===== src/sv/pld_pkg.sv =====
// shared types and constants for the pooled linked deque
// used by every module of the block but pld_ram; no dependencies
package pld_pkg;

	localparam int ACT_W   = 3;
	localparam int VAL_W   = 64;
	localparam int LEN_W   = 4;
	localparam int ROOM_W  = 8;
	localparam int STAT_W  = 3;
	localparam int OCC_W   = 5;
	localparam int NODES_W = 5;
	localparam int BYTES_W = 4;
	localparam int ADDR_W  = 3;
	localparam int DATA_W  = 32;

	typedef logic [VAL_W-1:0]   val_t;
	typedef logic [LEN_W-1:0]   len_t;
	typedef logic [ROOM_W-1:0]  room_t;
	typedef logic [OCC_W-1:0]   occ_t;
	typedef logic [NODES_W-1:0] nodes_t;
	typedef logic [BYTES_W-1:0] bytes_t;
	typedef logic [DATA_W-1:0]  word_t;

	localparam nodes_t NODES_RESET = 5'd16;
	localparam bytes_t BYTES_RESET = 4'd8;

	// request codes
	typedef enum logic [ACT_W-1:0] {
		A_PUSH_HEAD = 3'd0,
		A_PUSH_TAIL = 3'd1,
		A_POP_HEAD  = 3'd2,
		A_POP_TAIL  = 3'd3,
		A_REM_HEAD  = 3'd4,
		A_REM_TAIL  = 3'd5,
		A_CLEAR     = 3'd6
	} action_t;

	// result codes
	typedef enum logic [STAT_W-1:0] {
		ST_OK      = 3'd0,
		ST_BAD_LEN = 3'd1,
		ST_FULL    = 3'd2,
		ST_EMPTY   = 3'd3,
		ST_SMALL   = 3'd4
	} status_t;

	// register index, taken from address bit 2
	typedef enum logic {
		REG_NODES = 1'b0,
		REG_BYTES = 1'b1
	} reg_t;

	// configuration seen by the sequencer
	typedef struct packed {
		nodes_t nodes_raw;
		bytes_t bytes_raw;
		logic   relink;
	} cfg_t;

	// keep the low len bytes of a little-endian word
	function automatic val_t byte_mask(input len_t len);
		val_t m;
		m = '0;
		for (int i = 0; i < 8; i++) begin
			if (len_t'(i) < len) m[8*i +: 8] = 8'hFF;
		end
		return m;
	endfunction

endpackage


===== src/sv/pld_ram.sv =====
// simple dual-port synchronous memory, one write and one registered read port
// generic; no package dependencies
module pld_ram #(
	parameter int WIDTH = 8,
	parameter int DEPTH = 16,
	localparam int AW = (DEPTH > 1) ? $clog2(DEPTH) : 1
) (
	input  logic             clk,
	input  logic             we,
	input  logic [AW-1:0]    waddr,
	input  logic [WIDTH-1:0] wdata,
	input  logic             re,
	input  logic [AW-1:0]    raddr,
	output logic [WIDTH-1:0] rdata
);

	logic [WIDTH-1:0] mem [DEPTH];

	// write port
	always_ff @(posedge clk) begin
		if (we) mem[waddr] <= wdata;
	end

	// read port, registered
	always_ff @(posedge clk) begin
		if (re) rdata <= mem[raddr];
	end

endmodule


===== src/sv/pld_regs.sv =====
// configuration registers behind the apb-style port
// depends on pld_pkg for register layout and reset values
module pld_regs (
	input  logic                         clk,
	input  logic                         arst_n,
	input  logic                         psel,
	input  logic                         penable,
	input  logic                         pwrite,
	input  logic [pld_pkg::ADDR_W-1:0]   paddr,
	input  pld_pkg::word_t               pwdata,
	output pld_pkg::word_t               prdata,
	output logic                         pready,
	output pld_pkg::cfg_t                cfg
);

	pld_pkg::nodes_t nodes_q;
	pld_pkg::bytes_t bytes_q;
	logic            wr_en;
	pld_pkg::reg_t   sel;

	assign pready = 1'b1;
	assign wr_en  = psel && penable && pwrite;
	assign sel    = pld_pkg::reg_t'(paddr[2]);

	// register write
	always_ff @(posedge clk or negedge arst_n) begin
		if (!arst_n) begin
			nodes_q <= pld_pkg::NODES_RESET;
			bytes_q <= pld_pkg::BYTES_RESET;
		end else if (wr_en) begin
			unique case (sel)
				pld_pkg::REG_NODES: nodes_q <= pwdata[pld_pkg::NODES_W-1:0];
				pld_pkg::REG_BYTES: bytes_q <= pwdata[pld_pkg::BYTES_W-1:0];
				default: ;
			endcase
		end
	end

	// read mux
	always_comb begin
		unique case (sel)
			pld_pkg::REG_NODES: prdata = pld_pkg::word_t'(nodes_q);
			pld_pkg::REG_BYTES: prdata = pld_pkg::word_t'(bytes_q);
			default:            prdata = '0;
		endcase
	end

	// any write empties the list
	assign cfg.nodes_raw = nodes_q;
	assign cfg.bytes_raw = bytes_q;
	assign cfg.relink    = wr_en;

endmodule


===== src/sv/pld_ctrl.sv =====
// deque sequencer: pointers, free list, link walk and result register
// depends on pld_pkg; drives the link and item memories
module pld_ctrl #(
	parameter int POOL_NODES = 16,
	parameter int SLOT_BYTES = 8,
	localparam int PW = (POOL_NODES > 1) ? $clog2(POOL_NODES) : 1,
	localparam int CW = $clog2(POOL_NODES + 1),
	localparam int SW = 8 * SLOT_BYTES,
	localparam int DW = SW + pld_pkg::LEN_W
) (
	input  logic                           clk,
	input  logic                           arst_n,
	input  pld_pkg::cfg_t                  cfg,
	input  logic                           item_valid,
	output logic                           item_ready,
	input  logic [pld_pkg::ACT_W-1:0]      action,
	input  pld_pkg::val_t                  item_value,
	input  pld_pkg::len_t                  item_length,
	input  pld_pkg::room_t                 room_bytes,
	output logic                           result_valid,
	input  logic                           result_ready,
	output logic [pld_pkg::STAT_W-1:0]     status,
	output pld_pkg::val_t                  popped_value,
	output pld_pkg::len_t                  popped_length,
	output pld_pkg::occ_t                  occupancy,
	output logic                           link_re,
	output logic [PW-1:0]                  link_raddr,
	input  logic [PW:0]                    link_rdata,
	output logic                           link_we,
	output logic [PW-1:0]                  link_waddr,
	output logic [PW:0]                    link_wdata,
	output logic                           data_re,
	output logic [PW-1:0]                  data_raddr,
	input  logic [DW-1:0]                  data_rdata,
	output logic                           data_we,
	output logic [PW-1:0]                  data_waddr,
	output logic [DW-1:0]                  data_wdata
);

	typedef logic [PW:0]    ptr_t;
	typedef logic [PW-1:0]  idx_t;
	typedef logic [CW-1:0]  cnt_t;
	typedef logic [SW-1:0]  slot_t;

	typedef enum logic [1:0] {S_IDLE, S_EXEC, S_WALK, S_HOLD} state_t;

	localparam ptr_t NIL = {(PW+1){1'b1}};

	state_t state_q, state_d;

	// pointers and free-list fill mark
	ptr_t head_q, head_d, tail_q, tail_d, free_q, free_d;
	cnt_t count_q, count_d, fresh_q, fresh_d;

	// request held for the execute cycle
	pld_pkg::action_t act_q;
	slot_t            val_q;
	pld_pkg::len_t    len_q;
	pld_pkg::room_t   room_q;

	// walk position and popped item carried across the walk
	idx_t          walk_q, walk_d;
	slot_t         pv_q, pv_d;
	pld_pkg::len_t pl_q, pl_d;

	// result waiting for the output register
	pld_pkg::status_t res_status_q;
	slot_t            res_value_q;
	pld_pkg::len_t    res_length_q;

	logic             out_valid_q;
	pld_pkg::status_t out_status_q;
	pld_pkg::val_t    out_value_q;
	pld_pkg::len_t    out_length_q;
	pld_pkg::occ_t    out_occ_q;

	cnt_t             usable;
	pld_pkg::len_t    slot_eff;
	logic             accept, slot_free, fin, fin_load, hold_load, hold_fwd;
	logic             is_pop, at_head, is_fresh;
	pld_pkg::status_t fin_status;
	slot_t            fin_value, pop_value;
	pld_pkg::len_t    fin_length, pop_length, drd_len;
	cnt_t             fresh_inc, count_dec;
	ptr_t             fresh_next, new_head;
	idx_t             free_idx, head_idx, tail_idx;
	pld_pkg::action_t in_act;

	// register limits clamped to the supported range
	always_comb begin
		if (cfg.nodes_raw == '0) usable = cnt_t'(1);
		else if (int'(cfg.nodes_raw) > POOL_NODES) usable = cnt_t'(POOL_NODES);
		else usable = cnt_t'(cfg.nodes_raw);
		if (cfg.bytes_raw == '0) slot_eff = pld_pkg::len_t'(1);
		else if (int'(cfg.bytes_raw) > SLOT_BYTES) slot_eff = pld_pkg::len_t'(SLOT_BYTES);
		else slot_eff = pld_pkg::len_t'(cfg.bytes_raw);
	end

	assign item_ready = (state_q == S_IDLE);
	assign accept     = item_valid && item_ready;
	assign slot_free  = !out_valid_q || result_ready;
	assign in_act     = pld_pkg::action_t'(action);

	assign free_idx = free_q[PW-1:0];
	assign head_idx = head_q[PW-1:0];
	assign tail_idx = tail_q[PW-1:0];

	// free list: nodes at or above the fill mark are still in reset order
	assign is_fresh   = (cnt_t'(free_idx) == fresh_q);
	assign fresh_inc  = fresh_q + cnt_t'(1);
	assign fresh_next = (fresh_inc < usable) ? ptr_t'(fresh_inc) : NIL;
	assign count_dec  = (count_q != '0) ? count_q - cnt_t'(1) : count_q;

	assign is_pop     = (act_q == pld_pkg::A_POP_HEAD) || (act_q == pld_pkg::A_POP_TAIL);
	assign at_head    = (act_q == pld_pkg::A_POP_HEAD) || (act_q == pld_pkg::A_REM_HEAD);
	assign drd_len    = data_rdata[SW +: pld_pkg::LEN_W];
	assign pop_value  = is_pop ? data_rdata[SW-1:0] : '0;
	assign pop_length = is_pop ? drd_len : '0;
	// the tail's link is never relied on, so a single item empties the list
	assign new_head   = (head_q == tail_q) ? NIL : link_rdata;

	// sequencer next state and memory accesses
	always_comb begin
		state_d    = state_q;
		head_d     = head_q;
		tail_d     = tail_q;
		free_d     = free_q;
		count_d    = count_q;
		fresh_d    = fresh_q;
		walk_d     = walk_q;
		pv_d       = pv_q;
		pl_d       = pl_q;
		link_re    = 1'b0;
		link_raddr = head_idx;
		data_re    = 1'b0;
		data_raddr = head_idx;
		link_we    = 1'b0;
		link_waddr = free_idx;
		link_wdata = free_q;
		data_we    = 1'b0;
		data_waddr = free_idx;
		data_wdata = {len_q, val_q};
		fin        = 1'b0;
		fin_status = pld_pkg::ST_OK;
		fin_value  = '0;
		fin_length = '0;
		hold_fwd   = 1'b0;

		unique case (state_q)
			S_IDLE: begin
				if (accept) begin
					state_d = S_EXEC;
					// start the reads the request needs
					unique case (in_act) inside
						pld_pkg::A_PUSH_HEAD, pld_pkg::A_PUSH_TAIL: begin
							link_re    = !free_q[PW];
							link_raddr = free_idx;
						end
						pld_pkg::A_POP_HEAD, pld_pkg::A_REM_HEAD: begin
							link_re    = !head_q[PW];
							data_re    = !head_q[PW];
						end
						pld_pkg::A_POP_TAIL, pld_pkg::A_REM_TAIL: begin
							link_re    = !head_q[PW];
							data_re    = !tail_q[PW];
							data_raddr = tail_idx;
						end
						default: ;
					endcase
				end
			end

			S_EXEC: begin
				unique case (act_q) inside
					pld_pkg::A_PUSH_HEAD, pld_pkg::A_PUSH_TAIL: begin
						fin = 1'b1;
						if (len_q == '0 || len_q > slot_eff) begin
							fin_status = pld_pkg::ST_BAD_LEN;
						end else if (free_q[PW]) begin
							fin_status = pld_pkg::ST_FULL;
						end else begin
							// take the first free node and store the item
							free_d  = is_fresh ? fresh_next : link_rdata;
							if (is_fresh) fresh_d = fresh_inc;
							data_we = 1'b1;
							count_d = count_q + cnt_t'(1);
							if (act_q == pld_pkg::A_PUSH_HEAD) begin
								link_we    = 1'b1;
								link_wdata = head_q;
								head_d     = free_q;
								if (tail_q[PW]) tail_d = free_q;
							end else begin
								if (!tail_q[PW]) begin
									link_we    = 1'b1;
									link_waddr = tail_idx;
									link_wdata = free_q;
								end
								tail_d = free_q;
								if (head_q[PW]) head_d = free_q;
							end
						end
					end

					pld_pkg::A_POP_HEAD, pld_pkg::A_POP_TAIL,
					pld_pkg::A_REM_HEAD, pld_pkg::A_REM_TAIL: begin
						if (head_q[PW] || tail_q[PW]) begin
							fin        = 1'b1;
							fin_status = pld_pkg::ST_EMPTY;
						end else if (is_pop && pld_pkg::room_t'(drd_len) > room_q) begin
							fin        = 1'b1;
							fin_status = pld_pkg::ST_SMALL;
						end else begin
							pv_d = pop_value;
							pl_d = pop_length;
							if (at_head) begin
								// unlink head and return it to the free list
								fin        = 1'b1;
								fin_value  = pop_value;
								fin_length = pop_length;
								head_d     = new_head;
								if (new_head[PW]) tail_d = NIL;
								link_we    = 1'b1;
								link_waddr = head_idx;
								free_d     = head_q;
								count_d    = count_dec;
							end else if (head_q == tail_q || link_rdata == tail_q ||
								link_rdata[PW]) begin
								// predecessor found without walking
								fin        = 1'b1;
								fin_value  = pop_value;
								fin_length = pop_length;
								if (head_q != tail_q && link_rdata == tail_q) begin
									tail_d = head_q;
								end else begin
									head_d = NIL;
									tail_d = NIL;
								end
								link_we    = 1'b1;
								link_waddr = tail_idx;
								free_d     = tail_q;
								count_d    = count_dec;
							end else begin
								// follow the links toward the tail
								link_re    = 1'b1;
								link_raddr = link_rdata[PW-1:0];
								walk_d     = link_rdata[PW-1:0];
								state_d    = S_WALK;
							end
						end
					end

					pld_pkg::A_CLEAR: begin
						fin     = 1'b1;
						head_d  = NIL;
						tail_d  = NIL;
						free_d  = '0;
						count_d = '0;
						fresh_d = '0;
					end

					default: fin = 1'b1;
				endcase
			end

			S_WALK: begin
				if (link_rdata == tail_q || link_rdata[PW]) begin
					fin        = 1'b1;
					fin_value  = pv_q;
					fin_length = pl_q;
					if (link_rdata == tail_q) begin
						tail_d = {1'b0, walk_q};
					end else begin
						head_d = NIL;
						tail_d = NIL;
					end
					link_we    = 1'b1;
					link_waddr = tail_idx;
					free_d     = tail_q;
					count_d    = count_dec;
				end else begin
					link_re    = 1'b1;
					link_raddr = link_rdata[PW-1:0];
					walk_d     = link_rdata[PW-1:0];
				end
			end

			S_HOLD: begin
				if (slot_free) begin
					hold_fwd = 1'b1;
					state_d  = S_IDLE;
				end
			end

			default: state_d = S_IDLE;
		endcase

		// finished: straight to the output register, or park the result
		if (fin) state_d = slot_free ? S_IDLE : S_HOLD;

		// configuration write empties the list
		if (cfg.relink) begin
			head_d  = NIL;
			tail_d  = NIL;
			free_d  = '0;
			count_d = '0;
			fresh_d = '0;
		end
	end

	assign fin_load  = fin && slot_free;
	assign hold_load = fin && !slot_free;

	// state, pointers and output register
	always_ff @(posedge clk or negedge arst_n) begin
		if (!arst_n) begin
			state_q      <= S_IDLE;
			head_q       <= NIL;
			tail_q       <= NIL;
			free_q       <= '0;
			count_q      <= '0;
			fresh_q      <= '0;
			out_valid_q  <= 1'b0;
			out_status_q <= pld_pkg::ST_OK;
			out_value_q  <= '0;
			out_length_q <= '0;
			out_occ_q    <= '0;
		end else begin
			state_q <= state_d;
			head_q  <= head_d;
			tail_q  <= tail_d;
			free_q  <= free_d;
			count_q <= count_d;
			fresh_q <= fresh_d;
			if (fin_load) begin
				out_valid_q  <= 1'b1;
				out_status_q <= fin_status;
				out_value_q  <= pld_pkg::val_t'(fin_value);
				out_length_q <= fin_length;
				out_occ_q    <= pld_pkg::occ_t'(count_d);
			end else if (hold_fwd) begin
				out_valid_q  <= 1'b1;
				out_status_q <= res_status_q;
				out_value_q  <= pld_pkg::val_t'(res_value_q);
				out_length_q <= res_length_q;
				out_occ_q    <= pld_pkg::occ_t'(count_q);
			end else if (result_ready) begin
				out_valid_q <= 1'b0;
			end
		end
	end

	// request and result payload
	always_ff @(posedge clk) begin
		if (accept) begin
			act_q  <= in_act;
			val_q  <= slot_t'(item_value & pld_pkg::byte_mask(item_length));
			len_q  <= item_length;
			room_q <= room_bytes;
		end
		walk_q <= walk_d;
		pv_q   <= pv_d;
		pl_q   <= pl_d;
		if (hold_load) begin
			res_status_q <= fin_status;
			res_value_q  <= fin_value;
			res_length_q <= fin_length;
		end
	end

	assign result_valid  = out_valid_q;
	assign status        = out_status_q;
	assign popped_value  = out_value_q;
	assign popped_length = out_length_q;
	assign occupancy     = out_occ_q;

endmodule


===== src/sv/pooled_linked_deque_top.sv =====
// Deque of items over a pool of linked nodes. Links sit in one synchronous memory and
// items with their lengths in another, both with a registered read port. For a push, a
// head pop or remove, a clear, a rejected request and a tail pop or remove on a list of
// one or two items, the cycle the beat is accepted starts the memory reads, the next one
// checks, writes back and loads the result register. A tail pop or remove on a list of
// k > 2 items walks the links from the head one node per cycle through the link memory
// read port. While the result register waits on result_ready, one more request is still
// taken and executed; its result is parked and item_ready stays low until that result
// moves into the result register. After reset or a register write the free list is
// tracked by a fill mark, so there is no clearing pass.
// depends on pld_pkg, pld_regs, pld_ctrl and pld_ram
module pooled_linked_deque_top #(
	parameter int POOL_NODES = 16,
	parameter int SLOT_BYTES = 8
) (
	input  logic                         clk,
	input  logic                         arst_n,
	input  logic                         psel,
	input  logic                         penable,
	input  logic                         pwrite,
	input  logic [pld_pkg::ADDR_W-1:0]   paddr,
	input  pld_pkg::word_t               pwdata,
	output pld_pkg::word_t               prdata,
	output logic                         pready,
	input  logic                         item_valid,
	output logic                         item_ready,
	input  logic [pld_pkg::ACT_W-1:0]    action,
	input  pld_pkg::val_t                item_value,
	input  pld_pkg::len_t                item_length,
	input  pld_pkg::room_t               room_bytes,
	output logic                         result_valid,
	input  logic                         result_ready,
	output logic [pld_pkg::STAT_W-1:0]   status,
	output pld_pkg::val_t                popped_value,
	output pld_pkg::len_t                popped_length,
	output pld_pkg::occ_t                occupancy
);

	localparam int PW = (POOL_NODES > 1) ? $clog2(POOL_NODES) : 1;
	localparam int DW = 8 * SLOT_BYTES + pld_pkg::LEN_W;

	pld_pkg::cfg_t cfg;

	logic          link_re, link_we, data_re, data_we;
	logic [PW-1:0] link_raddr, link_waddr, data_raddr, data_waddr;
	logic [PW:0]   link_rdata, link_wdata;
	logic [DW-1:0] data_rdata, data_wdata;

	// configuration registers
	pld_regs u_regs (
		.clk     (clk),
		.arst_n  (arst_n),
		.psel    (psel),
		.penable (penable),
		.pwrite  (pwrite),
		.paddr   (paddr),
		.pwdata  (pwdata),
		.prdata  (prdata),
		.pready  (pready),
		.cfg     (cfg)
	);

	// sequencer
	pld_ctrl #(
		.POOL_NODES (POOL_NODES),
		.SLOT_BYTES (SLOT_BYTES)
	) u_ctrl (
		.clk           (clk),
		.arst_n        (arst_n),
		.cfg           (cfg),
		.item_valid    (item_valid),
		.item_ready    (item_ready),
		.action        (action),
		.item_value    (item_value),
		.item_length   (item_length),
		.room_bytes    (room_bytes),
		.result_valid  (result_valid),
		.result_ready  (result_ready),
		.status        (status),
		.popped_value  (popped_value),
		.popped_length (popped_length),
		.occupancy     (occupancy),
		.link_re       (link_re),
		.link_raddr    (link_raddr),
		.link_rdata    (link_rdata),
		.link_we       (link_we),
		.link_waddr    (link_waddr),
		.link_wdata    (link_wdata),
		.data_re       (data_re),
		.data_raddr    (data_raddr),
		.data_rdata    (data_rdata),
		.data_we       (data_we),
		.data_waddr    (data_waddr),
		.data_wdata    (data_wdata)
	);

	// next-node links
	pld_ram #(
		.WIDTH (PW + 1),
		.DEPTH (POOL_NODES)
	) u_link_mem (
		.clk   (clk),
		.we    (link_we),
		.waddr (link_waddr),
		.wdata (link_wdata),
		.re    (link_re),
		.raddr (link_raddr),
		.rdata (link_rdata)
	);

	// item bytes and stored length
	pld_ram #(
		.WIDTH (DW),
		.DEPTH (POOL_NODES)
	) u_data_mem (
		.clk   (clk),
		.we    (data_we),
		.waddr (data_waddr),
		.wdata (data_wdata),
		.re    (data_re),
		.raddr (data_raddr),
		.rdata (data_rdata)
	);

endmodule


===== config.mk =====
export PLATFORM = sky130hd
export DESIGN_NAME = pooled_linked_deque_top
export DESIGN_NICKNAME = d
export VERILOG_FILES = /design/src/sv/pld_pkg.sv /design/src/sv/pld_ram.sv /design/src/sv/pld_regs.sv /design/src/sv/pld_ctrl.sv /design/src/sv/pooled_linked_deque_top.sv
export SDC_FILE = /design/constraint.sdc
export NUM_CORES = 2
export LEC_CHECK = 0
export BUFFER_PORTS_ARGS = -buffer_cell sky130_fd_sc_hd__buf_2
export CAP_MARGIN = 20
export CORE_ASPECT_RATIO = 1.25
export CORE_UTILIZATION = 56
export CTS_CLUSTER_DIAMETER = 200
export CTS_CLUSTER_SIZE = 16
export DETAILED_ROUTE_END_ITERATION = 7
export PLACE_DENSITY_LB_ADDON = 0.3
export SYNTH_ARGS = -nofsm -noshare
export SYNTH_HDL_FRONTEND = slang
export SYNTH_SLANG_ARGS = --single-unit
export TNS_END_PERCENT = 20

===== constraint.sdc =====
create_clock -name clk -period 6.35 [get_ports clk]
set_input_delay 0.9525 -clock clk [delete_from_list [all_inputs] [get_ports clk]]
set_output_delay 0.9525 -clock clk [all_outputs]
set_load 0.02 [all_outputs]

---- Yosys cells after proc, flatten, opt, wreduce, memory -nomap -nowiden ----
Memory sizes are Yosys's and may differ from the RTL's. A register that Yosys moved wholly into a read port is not among the register bits.
Index checks and enable logic that the tools add are counted.
cells by class
  add/subtract/negate cells ............... 3
  multiply operators ...................... 0
  div/mod/pow operators ................... 0
  $lt $le $gt $ge ......................... 13
  eq/ne operators ......................... 45
  shift-type cells ........................ 0
  multiplexer cells ....................... 193
  bitwise logic cells ..................... 4
  reductions and logical operators ........ 52
operators by type and width
  cell                count
  $mux 64             9
  $mux 5              54
  $mux 4              40
  $mux 8              16
  $pmux 64 s2         1
  $and 64x64->64      1
  $pmux 32 s2         1
  $pmux 5 s3          4
  $pmux 5 s2          5
  $mux 1              34
  $pmux 4 s2          4
  $mux 2              11
  $reduce_and 10->1   2
  $ne 3x2->1 const B  6
  $reduce_and 9->1    2
  $lt 3x4->1 const A  4
  $ne 4x4->1 const B  4
  $reduce_and 8->1    2
  $eq 3x3->1 const B  5
  $mux 3              5
  $ne 5x3->1 const B  3
  $reduce_and 7->1    2
  $eq 3x2->1 const B  4
  $ne 3x3->1 const B  4
  42 further kinds    87
storage, ports and cells
  register bits ........................... 335
  latch bits .............................. 0
  bits in writable memories ............... 1168
  memory bits (read-only) ................. 0
  input port bits ......................... 121
  output and inout bits ................... 111
  logic and storage cells ................. 338
  memories ................................ 2
memories
  name            words  bits a word  read ports  clocked after memory_dff  wr ports  RTL line       source
  u_data_mem.mem  16     68           1           1                         1         pld_ram.sv:17  logic [WIDTH-1:0] mem [DEPTH];
  u_link_mem.mem  16     5            1           1                         1         pld_ram.sv:17

---- Depth between registers and ports, before layout ----
  depth in word-level cells ............... 11
  mapped depth ............................ 13
  mapped depth without buffers ............ 12

---- Cells and area by module ----
Synthesis repeated with hierarchy kept, for this count alone.
second synthesis, totals
  cell total of the unflattened synthesis .. 3368
  area, all modules ....................... 62034.5 µm²
by module, submodules not included
  module                 times used  cells each  area each (µm²)  seq. area each (µm²)
  pld_ram at u_data_mem  1           1750        42660.9          34713.3
  pld_ctrl               1           1405        15432.3          9281.4
  pld_ram at u_link_mem  1           155         3263.1           2552.4
  pld_regs               1           58          678.2            227.7

---- Worst setup path before layout ----
OpenSTA, ideal clock, no wires.
  path kind ............................... register to register
  start point ............................. register u_ctrl.len_q[2]
  end point ............................... memory u_data_mem.mem[12][0] (netlist name), enable pin
  setup time .............................. 0.577 ns
  arrival ................................. 6.455 ns
  required time ........................... 5.773 ns
  setup slack ............................. -0.683 ns
  stages on the path, launching flop included .. 8
  buffers on the path ..................... 0
  cell sequence ........................... edfxtp_1 ha_1 a21oi_1 o221ai_1 a21o_1 nor3_1 nand3_1 nor3_1
between the ends
  longest elaborated chain between the ends .. 7
  elaborated cells on any way between the ends .. 8
  those cells by class .................... order compare (1); mux (5); reduce/logical (2)
ends and longest elaborated chain
  element                                               RTL line         source
  start, declared                                       pld_ctrl.sv:58   pld_pkg::len_t len_q;
  start signal, assigned                                pld_ctrl.sv:357  len_q <= item_length;
  $gt 4x4->1 / $logic_not 4->1 (equally long branches)  pld_ctrl.sv:177  if (len_q == '0 || len_q > slot_eff) begin
  $logic_or 1x1->1 (*)                                  pld_ctrl.sv:177
  $mux 1 (*)                                            pld_ctrl.sv:177
  $mux 1 (*)                                            pld_ctrl.sv:174  unique case (act_q) inside
  $mux 1 (*)                                            pld_ctrl.sv:149  unique case (state_q)
  $mux 1 (*)                                            pld_ram.sv:21    if (we) mem[waddr] <= wdata;
  $mux 1 (implied by the code) (*)                      pld_ram.sv:21
  end, declared                                         pld_ram.sv:17
Every way passes the cells marked *; elsewhere a longest branch is shown, timed or not.

---- Final worst setup path ----
  start point ............................. register u_ctrl.len_q[2]
  end point ............................... memory u_link_mem.mem[10][4] (netlist name), enable pin
between the ends
  longest elaborated chain between the ends .. 7
  elaborated cells on any way between the ends .. 11
  those cells by class .................... order compare (1); mux (8); reduce/logical (2)
ends and longest elaborated chain
  element                                               RTL line
  $gt 4x4->1 / $logic_not 4->1 (equally long branches)  pld_ctrl.sv:177
  $logic_or 1x1->1 (*)                                  pld_ctrl.sv:177
  $mux 1                                                pld_ctrl.sv:177
  $pmux 1 s2                                            pld_ctrl.sv:174
  $pmux 1 s2                                            pld_ctrl.sv:149
  $mux 1                                                pld_ram.sv:21
  $mux 1 (implied by the code)                          pld_ram.sv:21
  end, declared                                         pld_ram.sv:17
Marked as above.

==> run summary <==
YS warnings -> 0
unrepaired setup endpoints after global routing -> false
FF-to-FF End -> u_link_mem.mem[10][4]$_DFFE_PP_
Max Clk Rate -> 210 MHz
Final min period -> 4760 ps
largest net degree at the start of global routing -> 124
final WL -> 140 mm
Clock Path Buffers -> 3
Slew headroom -> 26.7%
hold_buf cts -> 0
Clock Latency Late Sink -> 730 ps
clk sinks -> 1,576
input/output buffers -> 174
Critical Path AT -> 5110 ps
share of post-route cells with drive strength above 1 -> 20.6%
initial antenna violation count -> 7
Starting Density -> 56.5%
Lkg Pwr -> 22.5 nW
Total Power -> 0.0292 W
die area -> 114,000 µm²
vias in the first global route -> 32,300
standard cell core area -> 112,000 µm²
Detailed Routing Iterations Pass 1 -> 6
Final Hold Fails -> 0
DRC viols -> 0
cells on worst reg2reg path -> 10
Hold Slack -> 220 ps
multi-input gate area in the final layout -> 15,500 µm²
average wire per standard cell -> 27.1 µm
total number of vias -> 32,800
Slew Limit Fails -> 0
Peak VDD IR -> 0.000262 V
final period utilization -> 74.9%
via density per instance -> 6.33
post-DP HPWL -> 81.5 mm
Setup crit start -> u_ctrl.len_q[2]$_DFFE_PP_
I/O Pins -> 232
ANT nets after route -> 0
Reg clk slew, reported paths -> 70 ps
Place WS -> 1730 ps
final setup violation count -> 0
#FFs+latches synth -> 1,576
Fillers -> 7,768
Setup Fix Bufs, Post-CTS -> 0
1st-iter DRT viols -> 3,339
mapped cell area -> 63,100 µm²
crit path kind -> reg2reg
CTS tree -> yes
Die X -> 302 µm
Die Y -> 377 µm
TritonCTS buffer count -> 108
Cells after Synth -> 3,512
first-pass GRT wire length -> 209 mm
skew final -> 31.6 ps
dpl cell area -> 66,100 µm²
gpl congestion -> 0.911
CP startpoint kind -> register
r2r setup slk -> 1590 ps
Critical Path Fanout Max -> 18
Final Core Density -> 61.9%
Hold Crit Class -> in2async
sequential share of the synthesized area -> 74.1%
CTS H-tree lvls -> 3
Tot GR Track Use -> 24.8%
Net count, final -> 3,808
post-cts sizing count -> 0
FF/Latch Area -> 46,800 µm²
MaxCap Viol Count -> 0
PwrDens -> 423 nW/µm²
Synth Area per Inst -> 18.0 µm²
design area -> 69,100 µm²
status -> completed
final setup margin -> 1590 ps
commonest non-fill, non-tap cells in the layout -> 1,463 x edfxtp_1, 272 x mux4_2, 224 x nand2_1
Critical Path RT -> 6700 ps
r2r startpoint -> u_ctrl.len_q[2]$_DFFE_PP_
CTS root buffer -> clkbuf_16
async set-reset flop share out of synthesis -> 7.17%
Primary FF master, synth -> edfxtp_1
Synth-to-Final Area Change -> 9.51%
commonest non-fill, non-tap cell in the layout -> edfxtp_1
worst slew pin tran -> 1100 ps
grt total ovfl -> 0
count of cell types in the netlist -> 84
cell row count -> 137
Post-synth EDFFs -> 1,463
Worst setup EP type -> register
[cell usage after synthesis, drive strengths merged, types with 8 or more instances]
| master | count | area [µm²] |
|---|---|---|
| o211ai | 14 | 105 |
| nor3b | 12 | 100 |
| nand2b | 14 | 87.6 |
| nor2b | 45 | 282 |
| nand3 | 21 | 105 |
| edfxtp | 1463 | 43900 |
| o22ai | 8 | 50.1 |
| ha | 21 | 263 |
| nor3 | 19 | 95.1 |
| a2bb2oi | 40 | 350 |
| inv | 33 | 124 |
| a22oi | 49 | 368 |
| mux2i | 49 | 490 |
| buf | 109 | 609 |
| o22a | 35 | 307 |
| a21oi | 57 | 289 |
| dfstp | 12 | 315 |
| dfrtp | 101 | 2530 |
| nand2 | 227 | 860 |
| a211oi | 83 | 646 |
| nand4 | 12 | 75.1 |
| nor2 | 129 | 484 |
| a22o | 37 | 324 |
| a31oi | 72 | 450 |
| and3 | 8 | 50.1 |
| mux2 | 53 | 612 |
| o21ai | 80 | 408 |
| mux4 | 272 | 6130 |
| and2 | 192 | 1200 |
| a21o | 12 | 90.1 |
| clkbuf | 128 | 480 |
| xnor2 | 13 | 114 |
[sequential cells by signal (all words and copies together) (netlist names), 5 cells and up]
signal / count
u_ctrl.popped_value: 64
u_regs.nodes_q: 5
u_ctrl.res_value_q: 64
u_ctrl.room_q: 8
u_ctrl.count_q: 5
u_ctrl.occupancy: 5
u_link_mem.rdata: 5
u_ctrl.val_q: 64
u_ctrl.pv_q: 64
u_ctrl.fresh_q: 5
u_link_mem.mem: 80
u_ctrl.head_q: 5
u_data_mem.rdata: 68
u_ctrl.tail_q: 5
u_ctrl.free_q: 5
u_data_mem.mem: 1088
[where the power goes]
| part | switching (W) | leakage [nW] | total, W | internal [W] |
|---|---|---|---|---|
| logic | 0.00547 | 6.46 | 0.00935 | 0.00388 |
| registers | 0.000793 | 14.6 | 0.0134 | 0.0127 |
| clock network | 0.00329 | 1.44 | 0.00644 | 0.00315 |
| total | 0.00955 | 22.5 | 0.0292 | 0.0197 |
[cell families (layout without fill, tap and decap cells)]
group	Yosys count	after routing	synth area share, %
AOI/OAI and AO/OA	543	543	6.22
xor gates and xnor gates	20	20	0.289
adders and majority gates	21	21	0.416
buffers and inverters	271	447	1.93
DFF	1576	1576	74.1
muxes	374	374	11.5
other	2	32	0.0119
and+or+nand+nor	705	705	5.59
[through the flow]
stage,cells,setup TNS [ps]
2_1_floorplan,3538,-134080
3_3_place_gp,5013,0
3_5_place_dp,5015,0
4_1_cts,5173,0
5_1_grt,5173,0
6_report,5177,0
[worst max-delay path: stages, from the launching register on]
cell and delay [ps]:
edfxtp_1 770, ha_1 380, a21oi_1 140, o221ai_1 370, a211oi_2 780, o211ai_1 360
nand2_1 150, o211ai_1 100, a21oi_1 180, a21o_1 470, nor3b_1 710
[how the worst max path moves through the flow]
stage / to / slack, ps / cells after the start
after global routing: u_link_mem.mem[14][0]$_DFFE_PP_ / 1340 / 10
final: u_link_mem.mem[10][4]$_DFFE_PP_ / 1590 / 10
after detailed placement: u_data_mem.rdata[8]$_DFFE_PP_ / 1730 / 11
after floorplan: u_data_mem.mem[8][0]$_DFFE_PP_ / -680 / 7
after CTS: u_link_mem.mem[14][0]$_DFFE_PP_ / 1730 / 10
after global placement: u_data_mem.rdata[27]$_DFFE_PP_ / 1720 / 11
[cell type report]
class | instances | share of cell area [%]
multi-input cells | 1691 | 22.4
diodes | 4 | 0.0145
repair buffers | 255 | 2.71
clock buffers | 151 | 4.17
inverters | 34 | 0.188
clock inverters | 7 | 0.163
flip-flops and latches | 1576 | 67.7
well taps | 1459 | 2.64
[layer usage]
metal,global-route usage (%),wire [µm],vias up
met5,0,23,-
met4,6.18,2530,4
met3,3.38,10700,164
met2,40.7,69300,1420
met1,35.4,57900,17000
li1,-,-,14200
(Power assumes the default switching activity.)
